<file path="src/hdl/fpe_pkg.sv">
// Shared constants for the frustum plane extraction block.
package fpe_pkg;

	localparam int FRACTION_BITS = 16;
	localparam int EPS_LOG2 = 23;
	localparam int ELEM_W = 32;
	localparam int IDX_W = 2;
	localparam int PLANE_W = 3;
	localparam int ADDR_W = 4;
	localparam int DEPTH = 16;
	localparam logic [PLANE_W-1:0] LAST_PLANE = 3'd5;

endpackage

</file>
<file path="src/hdl/fpe_ram.sv">
// Generic single write port, single read port RAM with registered read data.
module fpe_ram #(
	parameter int WIDTH = 32,
	parameter int DEPTH = 16
) (
	input  logic                     clk,
	input  logic                     we,
	input  logic [$clog2(DEPTH)-1:0] waddr,
	input  logic [WIDTH-1:0]         wdata,
	input  logic [$clog2(DEPTH)-1:0] raddr,
	output logic [WIDTH-1:0]         rdata
);

	logic [WIDTH-1:0] mem_q [DEPTH];
	logic [WIDTH-1:0] rdata_q;

	always_ff @(posedge clk) begin
		if (we) begin
			mem_q[waddr] <= wdata;
		end
		rdata_q <= mem_q[raddr];
	end

	assign rdata = rdata_q;

endmodule

</file>
<file path="src/hdl/frustum_plane_extract_core.sv">
// Top level: matrix load, clip plane sums, bit-serial square, root and divide.
//
// Usage: when idle the host loads matrix elements with start, one transfer
// per cycle, addressed by outer_index and inner_index. busy stays low
// while loading. A transfer with last_element set stores its element and
// then starts the plane run; busy is high until the sixth plane has been
// shown. Every entry must be written at least once before the first run.
// Planes come out in the order left, right, bottom, top, near, far, each on
// the result ports for one cycle marked by result_valid; last_plane marks
// the sixth. The receiver cannot stall the block and must take each result.
// Per plane: read and combine the matrix column pairs, form the squared
// length with a shift-add multiply per component, take the digit-by-digit
// square root and run the four restoring divisions, one bit per cycle,
// then show the result. A plane whose squared length is below the
// threshold (zero with FRACTION_BITS = 16) skips root and divide.
// Reset (arst_n low) returns the sequencer to idle; matrix contents are
// undefined until written.
module frustum_plane_extract_core #(
	parameter int FRACTION_BITS = fpe_pkg::FRACTION_BITS
) (
	input  logic                                  clk,
	input  logic                                  arst_n,
	input  logic                                  start,
	output logic                                  busy,
	input  logic [fpe_pkg::IDX_W-1:0]             outer_index,
	input  logic [fpe_pkg::IDX_W-1:0]             inner_index,
	input  logic signed [fpe_pkg::ELEM_W-1:0]     element_value,
	input  logic                                  last_element,
	output logic                                  result_valid,
	output logic [fpe_pkg::PLANE_W-1:0]           plane_index,
	output logic signed [fpe_pkg::ELEM_W-1:0]     plane_a,
	output logic signed [fpe_pkg::ELEM_W-1:0]     plane_b,
	output logic signed [fpe_pkg::ELEM_W-1:0]     plane_c,
	output logic signed [fpe_pkg::ELEM_W-1:0]     plane_d,
	output logic                                  was_normalized,
	output logic                                  last_plane
);

	localparam int NW = FRACTION_BITS + 34;
	localparam int CW = $clog2(NW);
	localparam int TSH = (FRACTION_BITS > fpe_pkg::EPS_LOG2) ?
		2 * (FRACTION_BITS - fpe_pkg::EPS_LOG2) : 0;
	localparam logic [63:0] THRESH = 64'd1 << TSH;

	typedef enum logic [8:0] {
		S_IDLE    = 9'b000000001,
		S_FETCH   = 9'b000000010,
		S_SQLOAD  = 9'b000000100,
		S_SQUARE  = 9'b000001000,
		S_ROOTCHK = 9'b000010000,
		S_ROOT    = 9'b000100000,
		S_DIVLOAD = 9'b001000000,
		S_DIVIDE  = 9'b010000000,
		S_EMIT    = 9'b100000000
	} state_t;

	state_t state_q;
	logic [CW-1:0] cnt_q;
	logic [1:0] k_q;
	logic [fpe_pkg::PLANE_W-1:0] plane_q;
	logic norm_q;
	logic [31:0] w_q;
	logic [31:0] v_q [4];
	logic [63:0] s_q;
	logic [63:0] mcand_q;
	logic [31:0] mplier_q;
	logic [34:0] rem_q;
	logic [31:0] root_q;
	logic [NW-1:0] num_q;

	logic accept;
	logic [fpe_pkg::ADDR_W-1:0] raddr;
	logic [31:0] rdata;
	logic [1:0] j;
	logic [32:0] sum33;
	logic [31:0] sum_sat;
	logic [1:0] fetch_k;
	logic [31:0] vk_mag;
	logic [34:0] root_sh;
	logic [34:0] root_trial;
	logic root_take;
	logic [34:0] div_sh;
	logic [34:0] div_den;
	logic div_take;
	logic [NW-1:0] quot;
	logic [31:0] quot_sat;

	assign accept = start && (state_q == S_IDLE);
	assign busy = (state_q != S_IDLE);
	assign j = plane_q[2:1];

	// Even fetch steps read the w column, odd steps read column j.
	assign raddr = {cnt_q[2:1], (cnt_q[0] ? j : 2'd3)};
	assign fetch_k = 2'(cnt_q[3:1] - 3'd1);

	fpe_ram #(
		.WIDTH(fpe_pkg::ELEM_W),
		.DEPTH(fpe_pkg::DEPTH)
	) u_store (
		.clk  (clk),
		.we   (accept),
		.waddr({outer_index, inner_index}),
		.wdata(element_value),
		.raddr(raddr),
		.rdata(rdata)
	);

	always_comb begin
		if (plane_q[0]) begin
			sum33 = {w_q[31], w_q} - {rdata[31], rdata};
		end else begin
			sum33 = {w_q[31], w_q} + {rdata[31], rdata};
		end
		if (sum33[32] != sum33[31]) begin
			sum_sat = sum33[32] ? 32'h8000_0000 : 32'h7FFF_FFFF;
		end else begin
			sum_sat = sum33[31:0];
		end
	end

	assign vk_mag = v_q[k_q][31] ? (~v_q[k_q] + 32'd1) : v_q[k_q];

	assign root_sh = {rem_q[32:0], s_q[63:62]};
	assign root_trial = {1'b0, root_q, 2'b01};
	assign root_take = (root_sh >= root_trial);

	assign div_sh = {rem_q[33:0], num_q[NW-1]};
	assign div_den = {2'b00, root_q, 1'b0};
	assign div_take = (div_sh >= div_den);
	assign quot = {num_q[NW-2:0], div_take};

	always_comb begin
		if (v_q[k_q][31]) begin
			quot_sat = (|quot[NW-1:31]) ? 32'h8000_0000 : (~quot[31:0] + 32'd1);
		end else begin
			quot_sat = (|quot[NW-1:31]) ? 32'h7FFF_FFFF : quot[31:0];
		end
	end

	always_ff @(posedge clk or negedge arst_n) begin
		if (!arst_n) begin
			state_q <= S_IDLE;
			cnt_q <= '0;
			k_q <= '0;
			plane_q <= '0;
			norm_q <= 1'b0;
		end else begin
			case (state_q)
				S_IDLE: begin
					if (accept && last_element) begin
						plane_q <= '0;
						cnt_q <= '0;
						state_q <= S_FETCH;
					end
				end
				S_FETCH: begin
					cnt_q <= cnt_q + CW'(1);
					if (cnt_q == CW'(8)) begin
						k_q <= '0;
						state_q <= S_SQLOAD;
					end
				end
				S_SQLOAD: begin
					cnt_q <= '0;
					state_q <= S_SQUARE;
				end
				S_SQUARE: begin
					cnt_q <= cnt_q + CW'(1);
					if (cnt_q == CW'(31)) begin
						if (k_q == 2'd2) begin
							state_q <= S_ROOTCHK;
						end else begin
							k_q <= k_q + 2'd1;
							state_q <= S_SQLOAD;
						end
					end
				end
				S_ROOTCHK: begin
					cnt_q <= '0;
					if (s_q < THRESH) begin
						norm_q <= 1'b0;
						state_q <= S_EMIT;
					end else begin
						norm_q <= 1'b1;
						state_q <= S_ROOT;
					end
				end
				S_ROOT: begin
					cnt_q <= cnt_q + CW'(1);
					if (cnt_q == CW'(31)) begin
						k_q <= '0;
						state_q <= S_DIVLOAD;
					end
				end
				S_DIVLOAD: begin
					cnt_q <= '0;
					state_q <= S_DIVIDE;
				end
				S_DIVIDE: begin
					cnt_q <= cnt_q + CW'(1);
					if (cnt_q == CW'(NW - 1)) begin
						if (k_q == 2'd3) begin
							state_q <= S_EMIT;
						end else begin
							k_q <= k_q + 2'd1;
							state_q <= S_DIVLOAD;
						end
					end
				end
				S_EMIT: begin
					cnt_q <= '0;
					if (plane_q == fpe_pkg::LAST_PLANE) begin
						state_q <= S_IDLE;
					end else begin
						plane_q <= plane_q + fpe_pkg::PLANE_W'(1);
						state_q <= S_FETCH;
					end
				end
				default: begin
					state_q <= S_IDLE;
				end
			endcase
		end
	end

	// Datapath registers, no reset needed.
	always_ff @(posedge clk) begin
		case (state_q)
			S_FETCH: begin
				if (cnt_q[0]) begin
					w_q <= rdata;
				end else if (cnt_q != '0) begin
					v_q[fetch_k] <= sum_sat;
				end
				s_q <= '0;
			end
			S_SQLOAD: begin
				mcand_q <= {32'd0, vk_mag};
				mplier_q <= vk_mag;
			end
			S_SQUARE: begin
				if (mplier_q[0]) begin
					s_q <= s_q + mcand_q;
				end
				mcand_q <= {mcand_q[62:0], 1'b0};
				mplier_q <= {1'b0, mplier_q[31:1]};
			end
			S_ROOTCHK: begin
				rem_q <= '0;
				root_q <= '0;
			end
			S_ROOT: begin
				s_q <= {s_q[61:0], 2'b00};
				if (root_take) begin
					rem_q <= root_sh - root_trial;
					root_q <= {root_q[30:0], 1'b1};
				end else begin
					rem_q <= root_sh;
					root_q <= {root_q[30:0], 1'b0};
				end
			end
			S_DIVLOAD: begin
				rem_q <= '0;
				num_q <= ({{(NW-32){1'b0}}, vk_mag} << (FRACTION_BITS + 1)) +
					{{(NW-32){1'b0}}, root_q};
			end
			S_DIVIDE: begin
				rem_q <= div_take ? (div_sh - div_den) : div_sh;
				num_q <= quot;
				if (cnt_q == CW'(NW - 1)) begin
					v_q[k_q] <= quot_sat;
				end
			end
			default: begin
			end
		endcase
	end

	assign result_valid = (state_q == S_EMIT);
	assign plane_index = plane_q;
	assign plane_a = v_q[0];
	assign plane_b = v_q[1];
	assign plane_c = v_q[2];
	assign plane_d = v_q[3];
	assign was_normalized = norm_q;
	assign last_plane = (plane_q == fpe_pkg::LAST_PLANE);

endmodule

</file>
<file path="config.mk">
export PLATFORM = sky130hd
export DESIGN_NAME = frustum_plane_extract_core
export DESIGN_NICKNAME = d
export VERILOG_FILES = /design/src/hdl/fpe_pkg.sv /design/src/hdl/fpe_ram.sv /design/src/hdl/frustum_plane_extract_core.sv
export SDC_FILE = /design/constraint.sdc
export NUM_CORES = 2
export LEC_CHECK = 0
export ABC_CLOCK_PERIOD_IN_PS = 16300
export BUFFER_PORTS_ARGS = -buffer_cell sky130_fd_sc_hd__buf_2
export CORE_MARGIN = 2
export CORE_UTILIZATION = 25
export CTS_BUF_LIST = sky130_fd_sc_hd__clkbuf_4 sky130_fd_sc_hd__clkbuf_8 sky130_fd_sc_hd__clkbuf_16
export CTS_CLUSTER_DIAMETER = 150
export DETAILED_ROUTE_END_ITERATION = 12
export MAX_ROUTING_LAYER = met4
export PLACE_DENSITY_LB_ADDON = 0.05
export RECOVER_POWER = 25
export SETUP_SLACK_MARGIN = 0.2
export SLEW_MARGIN = 0
export SYNTH_ARGS = -nofsm -noshare
export SYNTH_HDL_FRONTEND = slang
export SYNTH_SLANG_ARGS = --single-unit
export TNS_END_PERCENT = 50
</file>
<file path="constraint.sdc">
create_clock -name clk -period 16.3 [get_ports clk]
set_input_delay 3.26 -clock clk [delete_from_list [all_inputs] [get_ports clk]]
set_output_delay 3.26 -clock clk [all_outputs]
set_load 0.005 [all_outputs]
</file>
Word-level counts from Yosys, hierarchy flattened
Memories as Yosys holds them, arrays and structs flattened. A register that Yosys moved wholly into a read port is not among the register bits.
Cells that the tools add are included.
Word-level totals
  memory bits (writable): 640
  register bits after elaboration: 329
  memories kept: 2
  output and inout bits: 135
Memory list
  u_store.mem_q: words 16, width 32, rd ports 1, clocked after Yosys merged registers in 1, wr ports 1, RTL line fpe_ram.sv:14  | logic [WIDTH-1:0] mem_q [DEPTH];
  v_q: words 4, width 32, rd ports 5, clocked after Yosys merged registers in 0, wr ports 1, RTL line frustum_plane_extract_core.sv:63  | logic [31:0] v_q [4];
Cells by class
  reductions and logical operators: 22
  eq/ne operators: 26
  $add $sub $neg: 12
  mux-type cells: 53
  bitwise gates (word level): 2
  order comparisons: 3
Operators with widths (number)
  $mux W32: 7
  $pmux W64 S3: 1
  $pmux W32 S2: 2
  $pmux W64 S2: 1
  $pmux W34 S3: 1
  $pmux W50 S2: 1
  $pmux W9 S9: 1
  $mux W34: 2
  $add A32 B1 Y32 const B: 2
  $add A64 B64 Y64: 1
  $lt A64 B1 Y1 const B: 1
  $mux W64: 1
  $not A32 Y32: 2
  $mux W9: 7
  $add A49 B32 Y50: 1
  $ge A35 B33 Y1: 1
  $ge A35 B34 Y1: 1
  $sub A34 B33 Y34: 1
  $sub A34 B34 Y34: 1
  $add A32 B32 Y33: 1
  $mux W33: 1
  $sub A32 B32 Y33: 1
  $reduce_or A32 Y1: 1
  $reduce_or A19 Y1: 1
  41 further kinds: 78

Logic depth before layout (Yosys ltp)
  word-level depth: 6
  mapped depth: 22
  depth with buffers taken out: 19

Cells and area by module
A second synthesis with hierarchy kept.
Second synthesis, totals
  cells, all modules: 3952
  area, all modules: 50236.9 um^2
By module, submodules not included
  frustum_plane_extract_core: sequential area each 13619.3 um^2, area an instance 30401.7 um^2, instances 1, cells an instance 3114
  fpe_ram: sequential area each 16015.4 um^2, area an instance 19835.3 um^2, instances 1, cells an instance 838

Worst setup path after synthesis
No wires, ideal clock.
  path kind: reg-to-reg
  from: register state_q[4]
  to: register mcand_q[0], enable pin
  clock period less this slack: 8289 ps
  path buffers: 0
  setup time: 668 ps
  slack: 8011 ps
  cell stages (with the launch flop): 5
  arrival time: 7621 ps
  cells stage by stage: dfrtp_1 nor3_1 and2_1 nand2b_1 nor3_1
On the way
  word-level cells in the longest chain between the ends: 2
  elaborated cells on any way between the ends: 3
  classes of those cells: 2 x eq/ne; 1 x reduce/logical
Ends and longest elaborated chain
  start, declared: RTL line frustum_plane_extract_core.sv:57  | state_t state_q;
  start signal, assigned: RTL line frustum_plane_extract_core.sv:142  | state_q <= S_IDLE;
  start signal, assigned: RTL line frustum_plane_extract_core.sv:153  | state_q <= S_FETCH;
  start signal, assigned: RTL line frustum_plane_extract_core.sv:160  | state_q <= S_SQLOAD;
  $eq A9 B4 Y1 / $eq A9 B3 Y1 (equally long branches): RTL line frustum_plane_extract_core.sv:228  | case (state_q)
  $reduce_bool A2 Y1 (no line) (*)
  end signal, assigned: RTL line frustum_plane_extract_core.sv:238  | mcand_q <= {32'd0, vk_mag};
  end signal, assigned: RTL line frustum_plane_extract_core.sv:245  | mcand_q <= {mcand_q[62:0], 1'b0};
  end, declared: RTL line frustum_plane_extract_core.sv:65  | logic [63:0] mcand_q;
Every way passes the cells marked *; elsewhere a longest branch is shown, timed or not.
A chain may end at the register's enable or synchronous reset.

Final worst setup path
  from: register plane_q (netlist bit plane_index[1])
  to: output port last_plane
On the way
  word-level cells in the longest chain between the ends: 1
Ends and longest elaborated chain
  start, declared: RTL line frustum_plane_extract_core.sv:60  | logic [fpe_pkg::PLANE_W-1:0] plane_q;
  start signal, assigned: RTL line frustum_plane_extract_core.sv:215  | plane_q <= plane_q + fpe_pkg::PLANE_W'(1);
  $eq A3 B3 Y1: RTL line frustum_plane_extract_core.sv:286  | assign last_plane = (plane_q == fpe_pkg::LAST_PLANE);
  end, declared: RTL line frustum_plane_extract_core.sv:36  | output logic last_plane
No other way between the ends.

==> run_results.csv <==
group,metric,value,unit
layout,fill_cells,20760,
routing,drtPass1Iterations,5,
place,dpl-instance-area,54590,µm²
sta,setup_ws,10.15,ns
global_route,antenna_found_initial,18,
power_and_ir_drop,irDropWorstVdd,0.1179,mV
routing,totalWireLength,176.1,mm
setup_path,worstPathMaxFanout,41,
sta,whs,0.4777,ns
layout,regArea,29650,µm²
global_route,grt_max_degree,144,
outcome,status,"complete, but fails checks",
floorplanning,ios,175,
global_route,overflow,0,
power_and_ir_drop,p_leak,20.25,nW
routing,route.detailed.drc,0,
layout,syn_to_final_growth,16.47,%
cts,clk_latency,0.79,ns
cts,cts_tree,"yes",
sta,finalSetupViolCount,0,
floorplanning,fp.dieArea,205700,µm²
cts,cts_root_buffer,"clkbuf_16",
sta,fin_skew,0.02805,ns
job,maxCapViolCount,4,
hold_path,hp-class,"reg -> reg",
setup_path,cpLargestDelayFamily,"flip-flops",
cts,cts_hold_buf,0,
routing,viasPerCell,4.750,
routing,via_count,33750,
yosys,synth.avg_cell_area,12.10,µm²
floorplanning,die_x,453.6,µm
routing,wl_per_cell,24.79,µm
sta,fmax,162.6,MHz
floorplanning,core_region_area,201500,µm²
floorplanning,rows,165,
layout,stdcell_area,58850,µm²
power_and_ir_drop,powerDensity,144.4,nW/µm²
setup_path,cp_data_arrival_time,2.89,ns
yosys,synth_edf_count,948,
cts,ctsLongestPathBuffers,3,
floorplanning,start_util,25.08,%
sta,slew_headroom,-134.0,%
routing,ant_nets,0,
sta,fin_crit,6.149,ns
setup_path,path_class,"reg -> out",
setup_path,slowest_delay,0.89,ns
yosys,synth_area,50530,µm²
yosys,syn_inst,4175,
sta,tightest_slew,3.510,ns
place,dp_hpwl,117.1,mm
outcome,violations,"max-capacitance violations, max-slew violations",
sta,rsz0062_at_grt,"false",
place,gp_congestion,0.8279,
place,place_ws,10.27,ns
global_route,grt_pass1_vias,34090,
yosys,yosysWarnings,0,
power_and_ir_drop,p_total,8.500,mW
layout,layout.nets,4515,
yosys,yosysSeqAreaShare,58.65,%
cts,cts.htree.levels,4,
setup_path,crit_buf_inv,3,
routing,drt-initial-drc-count,2272,
yosys,async_flop_share,2.098,%
place,io_buffers,174,
sta,slew_viol_final,138,
setup_path,cp-start-kind,"register",
cts,cts.clk_slew.worst_paths,0.06,ns
cts,cts_setup_buffers,0,
setup_path,cp_cell_sequence,"inv_2 -> ha_1 -> nand2_1 -> inv_1 -> buf_2",
global_route,grt_pass1_wl,253.1,mm
setup_path,cp.required,13.04,ns
sta,final_hold_viol_count,0,
sta,setup_tns,0,ns
layout,multi_input_area,19840,µm²
layout,drive_gt1_share,12.75,%
yosys,syn_nets,4375,
yosys,ys.flop_type,"edfxtp_1",
setup_path,end_kind,"output pin",
floorplanning,die_y,453.6,µm
cts,clkSinkCount,1001,
global_route,grt_usage,17.44,%
cts,cts_buffers,131,
yosys,ys_ff_latch,1001,
sta,final.period_utilization,37.73,%
cts,postCtsResizedCells,0,
yosys,synth_cell_types,84,
setup_path,crit_path_top_delay_cell,"dfrtp_4",
[cell families (layout without fill, tap and decap cells)]
kind of cell             after synthesis  count (layout)  synth area share [%]
buffers and inverters                326             573                 2.536
AO/OA/AOI/OAI                       1051            1051                 13.05
multiplexers                         249             249                 6.525
AND/OR/NAND/NOR                     1121            1121                 10.59
flip-flops                          1001            1001                 58.65
adder cells (fa/ha/maj)              160             160                 4.021
other                                  0              10                     0
XOR/XNOR                             267             267                 4.628
[stage by stage]
stage | std cells | utilization [%]
final | 7104 | 29.21
after global routing | 7100 | 29.20
after CTS | 7094 | 29.22
after detailed placement | 6854 | 27.09
after global placement | 6854 | 27.09
after floorplan | 4175 | -
[flip-flops by register name, indices dropped and copies added, names as in the netlist, 34 cells and up]
name	flops
u_store.mem_q	512
v_q	128
rem_q	34
num_q	50
mcand_q	64
s_q	64
[final timing paths]
check | from | end | slack (ns) | cells after the start
worst max-delay path | plane_index[1]$_DFFE_PN0P_ | last_plane | 10.15 | 5
worst min-delay path | u_store.rdata[20]$_DFF_P_ | w_q[20]$_DFFE_PP_ | 0.48 | 0
worst max register to register | u_store.rdata[6]$_DFF_P_ | v_q[1][27]$_DFFE_PP_ | 10.32 | 20
worst min register to register | u_store.rdata[20]$_DFF_P_ | w_q[20]$_DFFE_PP_ | 0.48 | 0
max in group asynchronous | arst_n | cnt_q[1]$_DFFE_PN0P_ | 12.55 | 1
min in group asynchronous | arst_n | state_q[3]$_DFFE_PN0P_ | 2.77 | 1
[per-layer routing]
metal	wire length (µm)	track usage [%]	up-vias
li1	-	-	16040
met1	78890	22.11	16930
met2	87490	29.28	582
met3	5717	2.344	200
met4	4019	4.423	0
met5	0	-	-
[cells in the final DEF, fill, tap and decap left out, types with 41 or more instances in the layout]
master	count
clkbuf_16	134
a21o_1	91
nor3_1	42
buf_2	147
mux2i_1	182
and2_1	108
buf_4	54
nand2b_1	53
o21a_1	68
inv_1	96
xnor2_1	157
nand4_1	41
mux4_2	64
xor2_1	110
a211oi_1	109
a21oi_1	271
o22ai_1	47
nor2_1	277
o21ai_0	238
ha_1	156
a31oi_1	61
nand2_1	402
edfxtp_1	948
[Yosys cell counts (5+ instances only)]
cell type	count	area (µm²)
a41oi_1	9	78.83
clkbuf_1	192	720.7
a21o_1	91	683.2
o21bai_1	24	180.2
nand3_1	32	160.2
nor2_1	294	1104
edfxtp_1	948	28470
a22oi_1	12	90.09
a21oi_1	274	1371
dfxtp_1	32	640.6
nor4_1	40	250.2
o21ai_0	238	1191
o41ai_1	5	43.79
and3_1	12	75.07
or2_2	8	50.05
nor2b_1	18	112.6
mux4_2	64	1441
xor2_1	110	963.4
o22ai_1	47	294.0
mux2i_1	182	1822
ha_1	156	1952
nand4_1	41	256.5
buf_1	24	90.09
inv_1	97	364.1
o31ai_1	16	120.1
o211ai_1	8	60.06
o32ai_1	6	52.55
xnor2_1	157	1375
o21a_1	68	510.5
a311oi_1	36	315.3
nor3_1	48	240.2
nand2_1	403	1513
a211oi_1	109	818.3
dfrtp_1	20	500.5
nor4b_1	5	43.79
a31oi_1	61	381.6
nand2b_1	54	337.8
or3_1	19	118.9
a21boi_0	7	52.55
and2_1	109	681.9
or4_1	6	45.04
o21ai_1	7	35.03
[final cells by class]
class	count	share of cell area, %
sequential	1001	50.38
multi-input combinational	2848	33.72
clock buffer	163	6.089
tap	2672	5.681
timing repair buffer	235	2.266
clock inverter	77	1.191
inverter	98	0.6272
antenna	10	0.04252
[where the power goes]
group          internal, mW  leakage, nW  switching, mW
Combinational         0.759         9.13           1.50
Sequential             3.23         9.00          0.140
Clock                  1.67         2.13           1.19
(Power assumes the default switching activity.)
